==> config.mk <==
export PLATFORM = sky130hd
export DESIGN_NAME = json_string_unescape_flat
export DESIGN_NICKNAME = d
export VERILOG_FILES = /design/src/rtl/jsu_pkg.sv /design/src/rtl/jsu_req_if.sv /design/src/rtl/jsu_rsp_if.sv /design/src/rtl/jsu_decode.sv /design/src/rtl/jsu_out_buf.sv /design/src/rtl/json_string_unescape.sv /design/src/flat_wrapper.sv
export SDC_FILE = /design/constraint.sdc
export NUM_CORES = 1
export LEC_CHECK = 0
export BUFFER_PORTS_ARGS = -buffer_cell sky130_fd_sc_hd__buf_4
export CAP_MARGIN = 20
export CORE_MARGIN = 3
export CORE_UTILIZATION = 45
export DETAILED_ROUTE_END_ITERATION = 16
export PLACE_DENSITY_LB_ADDON = 0.3
export SYNTH_ARGS = -nofsm -noshare
export SYNTH_HDL_FRONTEND = slang
export SYNTH_SLANG_ARGS = --single-unit
==> constraint.sdc <==
create_clock -name clock -period 4 [get_ports clock]
set_input_delay 1.2 -clock clock [delete_from_list [all_inputs] [get_ports clock]]
set_output_delay 1.2 -clock clock [all_outputs]
set_load 0.01 [all_outputs]
==> src/rtl/jsu_pkg.sv <==
// jsu_pkg: shared types, status codes and character constants for the JSON string unescaper.
// No dependencies.
package jsu_pkg;

   localparam int BYTE_W   = 8;
   localparam int STATUS_W = 3;
   localparam int GRP_MAX  = 4;
   localparam int CNT_W    = 3;

   localparam logic [STATUS_W-1:0] ST_DATA    = 3'd0;
   localparam logic [STATUS_W-1:0] ST_DONE    = 3'd1;
   localparam logic [STATUS_W-1:0] ST_NOQUOTE = 3'd2;
   localparam logic [STATUS_W-1:0] ST_CTRL    = 3'd3;
   localparam logic [STATUS_W-1:0] ST_ESC     = 3'd4;
   localparam logic [STATUS_W-1:0] ST_HEX     = 3'd5;
   localparam logic [STATUS_W-1:0] ST_SURR    = 3'd6;

   localparam logic [7:0] CH_NUL    = 8'h00;
   localparam logic [7:0] CH_QUOTE  = 8'h22;
   localparam logic [7:0] CH_BSLASH = 8'h5C;
   localparam logic [7:0] CH_SLASH  = 8'h2F;
   localparam logic [7:0] CH_SPACE  = 8'h20;
   localparam logic [7:0] CH_B      = 8'h62;
   localparam logic [7:0] CH_F      = 8'h66;
   localparam logic [7:0] CH_N      = 8'h6E;
   localparam logic [7:0] CH_R      = 8'h72;
   localparam logic [7:0] CH_T      = 8'h74;
   localparam logic [7:0] CH_U      = 8'h75;

   localparam logic [7:0] CTL_BS = 8'h08;
   localparam logic [7:0] CTL_FF = 8'h0C;
   localparam logic [7:0] CTL_LF = 8'h0A;
   localparam logic [7:0] CTL_CR = 8'h0D;
   localparam logic [7:0] CTL_HT = 8'h09;

   // top six bits of high (D800..DBFF) and low (DC00..DFFF) surrogates
   localparam logic [5:0] HI_SURR_TAG = 6'h36;
   localparam logic [5:0] LO_SURR_TAG = 6'h37;

   localparam logic [15:0] CP_MAX_1B = 16'h007F;
   localparam logic [15:0] CP_MAX_2B = 16'h07FF;

   typedef struct packed {
      logic [CNT_W-1:0]               cnt;
      logic [STATUS_W-1:0]            status;
      logic [GRP_MAX-1:0][BYTE_W-1:0] bytes;
   } jsu_grp_type;

   // bit 4 set when the byte is a hex digit, bits 3:0 its value
   function automatic logic [4:0] hex_value(input logic [7:0] c);
      logic [4:0] r;
      r = '0;
      if (c >= 8'h30 && c <= 8'h39)      r = {1'b1, 4'(c - 8'h30)};
      else if (c >= 8'h41 && c <= 8'h46) r = {1'b1, 4'(c - 8'h37)};
      else if (c >= 8'h61 && c <= 8'h66) r = {1'b1, 4'(c - 8'h57)};
      return r;
   endfunction

endpackage

==> src/rtl/jsu_req_if.sv <==
// jsu_req_if: input byte channel, valid/ready with the JSON text byte.
// Depends on jsu_pkg.
interface jsu_req_if import jsu_pkg::*; ();
   logic              valid;
   logic              ready;
   logic [BYTE_W-1:0] in_byte;

   modport source (output valid, output in_byte, input ready);
   modport sink   (input valid, input in_byte, output ready);
endinterface

==> src/rtl/jsu_rsp_if.sv <==
// jsu_rsp_if: result channel, valid/ready with decoded byte, status and last flag.
// Depends on jsu_pkg.
interface jsu_rsp_if import jsu_pkg::*; ();
   logic                valid;
   logic                ready;
   logic [BYTE_W-1:0]   out_byte;
   logic [STATUS_W-1:0] status;
   logic                last;

   modport source (output valid, output out_byte, output status, output last, input ready);
   modport sink   (input valid, input out_byte, input status, input last, output ready);
endinterface

==> src/rtl/jsu_decode.sv <==
// jsu_decode: string parser state and single-pass decode of one byte into a result group.
// Depends on jsu_pkg.
module jsu_decode import jsu_pkg::*; (
   input  logic              clock,
   input  logic              reset,
   input  logic              fire,
   input  logic [BYTE_W-1:0] in_byte,
   output jsu_grp_type       grp
);

   typedef enum logic [6:0] {
      PH_IDLE    = 7'b0000001,
      PH_STR     = 7'b0000010,
      PH_ESC     = 7'b0000100,
      PH_HEX     = 7'b0001000,
      PH_PAIR_BS = 7'b0010000,
      PH_PAIR_U  = 7'b0100000,
      PH_HEX_LOW = 7'b1000000
   } phase_type;

   phase_type   phase_ff, phase_in;
   logic [1:0]  hex_cnt_ff, hex_cnt_in;
   logic [15:0] cp_ff, cp_in;
   logic [9:0]  hs_ff, hs_in;

   logic [4:0]  hv;
   logic [15:0] cp_next;

   function automatic jsu_grp_type one_result(input logic [7:0] b, input logic [2:0] st);
      jsu_grp_type g;
      g          = '0;
      g.cnt      = 3'd1;
      g.status   = st;
      g.bytes[0] = b;
      return g;
   endfunction

   function automatic jsu_grp_type encode16(input logic [15:0] cp);
      jsu_grp_type g;
      g = '0;
      if (cp <= CP_MAX_1B) begin
         g.cnt      = 3'd1;
         g.bytes[0] = cp[7:0];
      end else if (cp <= CP_MAX_2B) begin
         g.cnt      = 3'd2;
         g.bytes[0] = {3'b110, cp[10:6]};
         g.bytes[1] = {2'b10, cp[5:0]};
      end else begin
         g.cnt      = 3'd3;
         g.bytes[0] = {4'b1110, cp[15:12]};
         g.bytes[1] = {2'b10, cp[11:6]};
         g.bytes[2] = {2'b10, cp[5:0]};
      end
      return g;
   endfunction

   // hs: high surrogate minus D800, lo: low surrogate minus DC00
   function automatic jsu_grp_type encode_pair(input logic [9:0] hs, input logic [9:0] lo);
      jsu_grp_type g;
      logic [4:0]  plane;
      g          = '0;
      plane      = {1'b0, hs[9:6]} + 5'd1;
      g.cnt      = 3'd4;
      g.bytes[0] = {5'b11110, plane[4:2]};
      g.bytes[1] = {2'b10, plane[1:0], hs[5:2]};
      g.bytes[2] = {2'b10, hs[1:0], lo[9:6]};
      g.bytes[3] = {2'b10, lo[5:0]};
      return g;
   endfunction

   assign hv      = hex_value(in_byte);
   assign cp_next = {cp_ff[11:0], hv[3:0]};

   always_comb begin
      phase_in   = phase_ff;
      hex_cnt_in = hex_cnt_ff;
      cp_in      = cp_ff;
      hs_in      = hs_ff;
      grp        = '0;
      case (phase_ff)
         PH_STR: begin
            if (in_byte == CH_NUL) begin
               grp = one_result(CH_NUL, ST_NOQUOTE);
               phase_in = PH_IDLE; hex_cnt_in = '0;
            end else if (in_byte == CH_QUOTE) begin
               grp = one_result(CH_NUL, ST_DONE);
               phase_in = PH_IDLE; hex_cnt_in = '0;
            end else if (in_byte < CH_SPACE) begin
               grp = one_result(CH_NUL, ST_CTRL);
               phase_in = PH_IDLE; hex_cnt_in = '0;
            end else if (in_byte == CH_BSLASH) begin
               phase_in = PH_ESC;
            end else begin
               grp = one_result(in_byte, ST_DATA);
            end
         end
         PH_ESC: begin
            phase_in = PH_STR;
            case (in_byte)
               CH_QUOTE, CH_BSLASH, CH_SLASH: grp = one_result(in_byte, ST_DATA);
               CH_B: grp = one_result(CTL_BS, ST_DATA);
               CH_F: grp = one_result(CTL_FF, ST_DATA);
               CH_N: grp = one_result(CTL_LF, ST_DATA);
               CH_R: grp = one_result(CTL_CR, ST_DATA);
               CH_T: grp = one_result(CTL_HT, ST_DATA);
               CH_U: begin
                  phase_in = PH_HEX; hex_cnt_in = '0; cp_in = '0;
               end
               default: begin
                  grp = one_result(CH_NUL, ST_ESC);
                  phase_in = PH_IDLE; hex_cnt_in = '0;
               end
            endcase
         end
         PH_HEX, PH_HEX_LOW: begin
            if (!hv[4]) begin
               grp = one_result(CH_NUL, ST_HEX);
               phase_in = PH_IDLE; hex_cnt_in = '0;
            end else begin
               cp_in      = cp_next;
               hex_cnt_in = hex_cnt_ff + 2'd1;
               if (hex_cnt_ff == 2'd3) begin
                  if (phase_ff == PH_HEX) begin
                     if (cp_next[15:10] == HI_SURR_TAG) begin
                        hs_in    = cp_next[9:0];
                        phase_in = PH_PAIR_BS;
                     end else begin
                        grp      = encode16(cp_next);
                        phase_in = PH_STR;
                     end
                  end else if (cp_next[15:10] != LO_SURR_TAG) begin
                     grp = one_result(CH_NUL, ST_SURR);
                     phase_in = PH_IDLE;
                  end else begin
                     grp      = encode_pair(hs_ff, cp_next[9:0]);
                     phase_in = PH_STR;
                  end
               end
            end
         end
         PH_PAIR_BS: begin
            if (in_byte != CH_BSLASH) begin
               grp = one_result(CH_NUL, ST_SURR);
               phase_in = PH_IDLE; hex_cnt_in = '0;
            end else begin
               phase_in = PH_PAIR_U;
            end
         end
         PH_PAIR_U: begin
            if (in_byte != CH_U) begin
               grp = one_result(CH_NUL, ST_SURR);
               phase_in = PH_IDLE; hex_cnt_in = '0;
            end else begin
               phase_in = PH_HEX_LOW; hex_cnt_in = '0; cp_in = '0;
            end
         end
         default: begin
            phase_in = (in_byte == CH_QUOTE) ? PH_STR : PH_IDLE;
         end
      endcase
   end

   always_ff @(posedge clock) begin
      if (reset) begin
         phase_ff   <= PH_IDLE;
         hex_cnt_ff <= '0;
         cp_ff      <= '0;
         hs_ff      <= '0;
      end else if (fire) begin
         phase_ff   <= phase_in;
         hex_cnt_ff <= hex_cnt_in;
         cp_ff      <= cp_in;
         hs_ff      <= hs_in;
      end
   end

endmodule

==> src/rtl/jsu_out_buf.sv <==
// jsu_out_buf: result group register, hands out up to four results one per cycle
// while rsp_ready is high. Depends on jsu_pkg.
module jsu_out_buf import jsu_pkg::*; (
   input  logic                clock,
   input  logic                reset,
   input  logic                load,
   input  jsu_grp_type         grp,
   input  logic                rsp_ready,
   output logic                free,
   output logic                rsp_valid,
   output logic [BYTE_W-1:0]   out_byte,
   output logic [STATUS_W-1:0] status,
   output logic                last
);

   logic [GRP_MAX-1:0][BYTE_W-1:0] bytes_ff;
   logic [STATUS_W-1:0]            status_ff;
   logic [CNT_W-1:0]               rem_ff;
   logic [1:0]                     idx_ff;

   assign rsp_valid = (rem_ff != '0);
   assign last      = (rem_ff == CNT_W'(1));
   assign free      = !rsp_valid || (last && rsp_ready);
   assign out_byte  = bytes_ff[idx_ff];
   assign status    = status_ff;

   always_ff @(posedge clock) begin
      if (reset) begin
         rem_ff <= '0;
         idx_ff <= '0;
      end else if (load) begin
         rem_ff <= grp.cnt;
         idx_ff <= '0;
      end else if (rsp_valid && rsp_ready) begin
         rem_ff <= rem_ff - CNT_W'(1);
         idx_ff <= idx_ff + 2'd1;
      end
   end

   always_ff @(posedge clock) begin
      if (load) begin
         bytes_ff  <= grp.bytes;
         status_ff <= grp.status;
      end
   end

endmodule

==> src/rtl/json_string_unescape.sv <==
// json_string_unescape: JSON string literal to UTF-8 decoder, top level.
// Depends on jsu_pkg, jsu_req_if, jsu_rsp_if, jsu_decode, jsu_out_buf.
//
//   channel  dir  signals                          transfer
//   req_if   in   valid ready in_byte              one JSON text byte
//   rsp_if   out  valid ready out_byte status last one decoded byte or status
//
// A byte is taken every cycle unless held; a registered byte is decoded in one
// pass into a group of zero to four results, and the group register hands out
// one result a cycle while rsp ready is high; a byte with results waits for it.
// A req byte passes the input register, then the group register, to its rsp.
// Synchronous reset clears the parser phase and both valid stages.
// Bytes yielding no result pass through even while the group register is busy.
module json_string_unescape import jsu_pkg::*; (
   input  logic         clock,
   input  logic         reset,
   jsu_req_if.sink      req_if,
   jsu_rsp_if.source    rsp_if
);

   logic              in_valid_ff;
   logic [BYTE_W-1:0] in_byte_ff;
   jsu_grp_type       grp;
   logic              buf_free;
   logic              advance;
   logic              load;

   assign advance      = in_valid_ff && ((grp.cnt == '0) || buf_free);
   assign load         = advance && (grp.cnt != '0);
   assign req_if.ready = !in_valid_ff || advance;

   always_ff @(posedge clock) begin
      if (reset) begin
         in_valid_ff <= 1'b0;
      end else if (req_if.ready) begin
         in_valid_ff <= req_if.valid;
      end
   end

   always_ff @(posedge clock) begin
      if (req_if.ready && req_if.valid) begin
         in_byte_ff <= req_if.in_byte;
      end
   end

   jsu_decode u_decode (
      .clock   (clock),
      .reset   (reset),
      .fire    (advance),
      .in_byte (in_byte_ff),
      .grp     (grp)
   );

   jsu_out_buf u_out_buf (
      .clock     (clock),
      .reset     (reset),
      .load      (load),
      .grp       (grp),
      .rsp_ready (rsp_if.ready),
      .free      (buf_free),
      .rsp_valid (rsp_if.valid),
      .out_byte  (rsp_if.out_byte),
      .status    (rsp_if.status),
      .last      (rsp_if.last)
   );

   a_status_is_last: assert property (@(posedge clock) disable iff (reset)
      (rsp_if.valid && rsp_if.status != ST_DATA) |-> rsp_if.last)
      else $error("status result not marked last");

   a_status_byte_zero: assert property (@(posedge clock) disable iff (reset)
      (rsp_if.valid && rsp_if.status != ST_DATA) |-> (rsp_if.out_byte == '0))
      else $error("status result carries non-zero byte");

   a_group_continues: assert property (@(posedge clock) disable iff (reset)
      (rsp_if.valid && rsp_if.ready && !rsp_if.last) |=> rsp_if.valid)
      else $error("result group cut short");

   a_stall_has_item: assert property (@(posedge clock) disable iff (reset)
      !req_if.ready |-> (in_valid_ff && rsp_if.valid))
      else $error("input stalled without pending work");

endmodule
==> src/flat_wrapper.sv <==
// flat-port wrapper written by rule: the top's interface ports become plain ports
module json_string_unescape_flat import jsu_pkg::*;
  (clock, reset, req_if_valid, req_if_in_byte, req_if_ready, rsp_if_valid, rsp_if_out_byte, rsp_if_status, rsp_if_last, rsp_if_ready);
  jsu_req_if req_if_i ();
  jsu_rsp_if rsp_if_i ();
  input  logic clock;
  input  logic reset;
  input wire logic [$bits(req_if_i.valid)-1:0] req_if_valid;
  input wire logic [$bits(req_if_i.in_byte)-1:0] req_if_in_byte;
  output wire logic [$bits(req_if_i.ready)-1:0] req_if_ready;
  output wire logic [$bits(rsp_if_i.valid)-1:0] rsp_if_valid;
  output wire logic [$bits(rsp_if_i.out_byte)-1:0] rsp_if_out_byte;
  output wire logic [$bits(rsp_if_i.status)-1:0] rsp_if_status;
  output wire logic [$bits(rsp_if_i.last)-1:0] rsp_if_last;
  input wire logic [$bits(rsp_if_i.ready)-1:0] rsp_if_ready;
  assign req_if_i.valid = req_if_valid;
  assign req_if_i.in_byte = req_if_in_byte;
  assign req_if_ready = req_if_i.ready;
  assign rsp_if_valid = rsp_if_i.valid;
  assign rsp_if_out_byte = rsp_if_i.out_byte;
  assign rsp_if_status = rsp_if_i.status;
  assign rsp_if_last = rsp_if_i.last;
  assign rsp_if_i.ready = rsp_if_ready;
  json_string_unescape u_core (.clock(clock), .reset(reset), .req_if(req_if_i), .rsp_if(rsp_if_i));
endmodule
==> impl_metrics.env <==
export IMPL_reg2reg_setup_slack_ps=960
export IMPL_placed_area_sq_um=4861
export IMPL_synth_area_mux_share_pct=6.234
export IMPL_drive_gt1_share_pct=17.71
export IMPL_synth_xor_area_share_pct=1.164
export IMPL_num_vias=3953
export IMPL_critPathLaunchType="register"
export IMPL_clock_skew_ps=16.04
export IMPL_drcViolationCount=0
export IMPL_drt_initial_drc_count=386
export IMPL_vias_per_cell=6.315
export IMPL_nNetsFinal=513
export IMPL_synth_adder_area_share_pct=2.494
export IMPL_nFillCells=860
export IMPL_hold_path_class="register to register"
export IMPL_drt_total_wl_microns=11990
export IMPL_seq_area_frac_synth_pct=43.00
export IMPL_num_rows=35
export IMPL_max_slew_margin_rel_pct=29.03
export IMPL_first_pass_iters=5
export IMPL_max_stage_delay_ps=720
export IMPL_areaGrowthSynthToFinish_pct=12.83
export IMPL_routedWlPerCell_microns=19.15
export IMPL_numCtsBuffers=9
export IMPL_seq_area_sq_um=1942
export IMPL_port_buffers=25
export IMPL_setup_viol=0
export IMPL_p_per_area_nw_per_um2=383.0
export IMPL_synthFlopType="edfxtp_1"
export IMPL_fin_area_sq_um=5095
export IMPL_clk_latency_ps=370
export IMPL_syn_cell_area_sq_um=4516
export IMPL_grt_pass1_vias=3684
export IMPL_layout_min_cycle_time_ps=3889
export IMPL_switching_share_pct=30.70
export IMPL_clk_pin_slew_ps=90
export IMPL_start_util_pct=47.52
export IMPL_synth_top_family_by_area="simple AND/OR/NAND/NOR gates"
export IMPL_pwr_share_seq_pct=47.1
export IMPL_grt_ovfl_total=0
export IMPL_core_region_area_sq_um=9503
export IMPL_path_class="register to output pin"
export IMPL_crit_path_cell_trace="nand3_2, or4_1, a21oi_1, nand4_1, nand3_1, buf_4"
export IMPL_synth_cell_types=73
export IMPL_hold_buffers=0
export IMPL_antenna_found_initial=0
export IMPL_hold_viol=0
export IMPL_final_cell_mix="nor2_1 (55), edfxtp_1 (40), buf_4 (39)"
export IMPL_ys_ff_latch=77
export IMPL_yosysWarnings=0
export IMPL_slew_violations=0
export IMPL_cts_num_sinks=77
export IMPL_cts_buffer_depth=2
export IMPL_multi_input_area_sq_um=2457
export IMPL_ios=26
export IMPL_tightest_slew_ps=1061
export IMPL_fp_dieW_microns=106.2
export IMPL_final_common_cell="nor2_1"
export IMPL_cts_root_buf="clkbuf_8"
export IMPL_ctsHtreeMaxLevel=3
export IMPL_comb_power_share_pct=21.6
export IMPL_power_leakage_nw=1.772
export IMPL_required_ps=2800
export IMPL_grt_max_degree=36
export IMPL_cts_tree="built"
export IMPL_cp_max_fo=13
export IMPL_synth_net_count=490
export IMPL_finalWeightedCongestion=0.9402
export IMPL_die_height_microns=106.2
export IMPL_final_period_utilization_pct=97.22
export IMPL_ir_worst_vdd_uv=367.1
export IMPL_status="finished, final reports clean"
export IMPL_power_switching_mw=0.5991
export IMPL_grtUsageTotal_pct=22.01
export IMPL_endpoint_kind="output pin"
export IMPL_diodes=0
export IMPL_grt_pass1_wl_microns=19580
export IMPL_synth_edf_count=40
export IMPL_synthSimpleGateAreaFrac_pct=22.19
export IMPL_clkPwrFrac_pct=31.3
export IMPL_cap_violations=0
export IMPL_synth_compound_area_share_pct=21.58
export IMPL_fmax_mhz=257.1
export IMPL_tns_ps=0
export IMPL_ant_nets=0
export IMPL_arrival_ps=2690
export IMPL_synth_cells=469
export IMPL_synth_area_per_cell_sq_um=9.628
export IMPL_die_area_sq_um=11270
export IMPL_p_int_mw=1.352
export IMPL_cp_slowest_cell="edfxtp_1"
export IMPL_grt_setup_unrepaired="no"
export IMPL_dp_final_hpwl_microns=8803
export IMPL_async_flop_share_pct=0
[final cells by class]
cell class | count | area share (%)
inverters | 10 | 0.7367
flip-flops and latches | 77 | 38.11
clock buffers | 9 | 2.431
well taps | 129 | 3.168
multi-input cells | 355 | 48.23
repair buffers | 39 | 5.747
clock inverters | 7 | 1.572
[logic make-up after synthesis]
family / count (synthesis)
xor+xnor: 6
simple gates: 181
mux: 19
compound gates: 140
buf+inv: 37
fa+ha+maj: 9
flops: 77
[state kept, by name, summed over array words and instances, names as in the netlist, 3 cells and up]
register                   count
u_core.in_byte_ff              8
u_core.u_out_buf.rem_ff        3
u_core.u_decode.phase_ff       7
u_core.u_decode.hs_ff         10
u_core.u_out_buf.bytes_ff     29
u_core.u_out_buf.status        3
u_core.u_decode.cp_ff         12
[Yosys cell counts, drive strengths merged, types with 2 or more instances]
| library cell | instances | share of area [%] |
|---|---|---|
| nor4 | 9 | 2.2 |
| nand4 | 14 | 1.9 |
| or2 | 3 | 0.42 |
| mux2 | 3 | 0.75 |
| inv | 10 | 0.83 |
| o21ai | 33 | 3.7 |
| a211oi | 10 | 1.7 |
| xor2 | 4 | 0.78 |
| nor3b | 3 | 0.50 |
| o31ai | 6 | 1.3 |
| a21boi | 2 | 0.33 |
| and3 | 5 | 0.80 |
| a31oi | 7 | 0.97 |
| mux4 | 7 | 3.5 |
| nand4b | 4 | 0.91 |
| nand2b | 7 | 0.97 |
| a21o | 6 | 1.0 |
| a41oi | 2 | 0.39 |
| o22ai | 2 | 0.28 |
| o21a | 6 | 1.0 |
| buf | 8 | 0.91 |
| a22oi | 8 | 1.3 |
| nand3b | 2 | 0.33 |
| ha | 9 | 2.5 |
| nor2b | 4 | 0.55 |
| and2 | 5 | 0.69 |
| a211o | 2 | 0.39 |
| o221ai | 2 | 0.39 |
| a2111oi | 2 | 1.2 |
| mux2i | 9 | 2.0 |
| a21oi | 35 | 4.0 |
| nor3 | 13 | 1.4 |
| a22o | 2 | 0.39 |
| and4b | 3 | 0.67 |
| nor2 | 55 | 4.6 |
| nand4bb | 2 | 0.50 |
| o21bai | 3 | 0.50 |
| dfxtp | 37 | 16 |
| clkbuf | 19 | 1.6 |
| nand2 | 31 | 2.6 |
| or4 | 5 | 0.83 |
| nand3 | 13 | 1.6 |
| edfxtp | 40 | 27 |
| xnor2 | 2 | 0.39 |
[path summary, 6_finish.rpt]
check / from / endpoint / depth (start not counted)
setup / recovery: u_core.in_byte_ff[3] / req_if_ready / 6
hold / removal: u_core.u_decode.hex_cnt_ff[1] / u_core.u_decode.hex_cnt_ff[1] / 2
setup reg to reg: u_core.in_byte_ff[3] / u_core.u_decode.hex_cnt_ff[0] / 7
hold reg to reg: u_core.u_decode.hex_cnt_ff[1] / u_core.u_decode.hex_cnt_ff[1] / 2
[what timing repair did]
action | CTS | global route
gates resized for setup | 0 | 3
setup buffers | 2 | 0
pin swaps | 1 | 1
endpoints found under the setup margin | 1 | 1
[through the flow]
step / cells / util (%) / setup WS [ps] / hold slack [ps] / power, mW
6_report: 626 / 53.61 / 111.0 / 481.9 / 1.951
5_1_grt: 626 / 53.61 / 1.073 / 516.5 / 2.043
4_1_cts: 626 / 53.46 / 91.55 / 484.6 / 1.960
3_5_place_dp: 608 / 51.15 / 368.1 / 472.5 / 1.354
3_3_place_gp: 608 / 51.15 / 501.0 / 448.8 / 1.341
2_1_floorplan: 469 / - / 584.0 / 438.5 / 1.220
[metal layers]
metal | track usage (%) | part of all wire, % | vias to the layer above
li1 | - | - | 1839
met1 | 30.10 | 44 | 1891
met2 | 33.48 | 45 | 194
met3 | 5.343 | 8.5 | 29
met4 | 8.881 | 2.8 | 0
met5 | 0 | 0 | -
[critical path: cells and delay by family (launching register included)]
kind                   cells  cell delay, ps
and+or+nand+nor            4            1210
DFF                        1             720
AOI/OAI and AO/OA          1             240
buffers and inverters      1             130
[power by group through the flow]
stage / sequential [mW] / combinational [mW] / clock [mW]
final: 0.919 / 0.421 / 0.612
after global routing: 0.929 / 0.460 / 0.654
after CTS: 0.920 / 0.419 / 0.620
after detailed placement: 0.938 / 0.416 / 0
after global placement: 0.936 / 0.404 / 0
after floorplan: 0.898 / 0.322 / 0
Power figures use the tool's default switching activity.
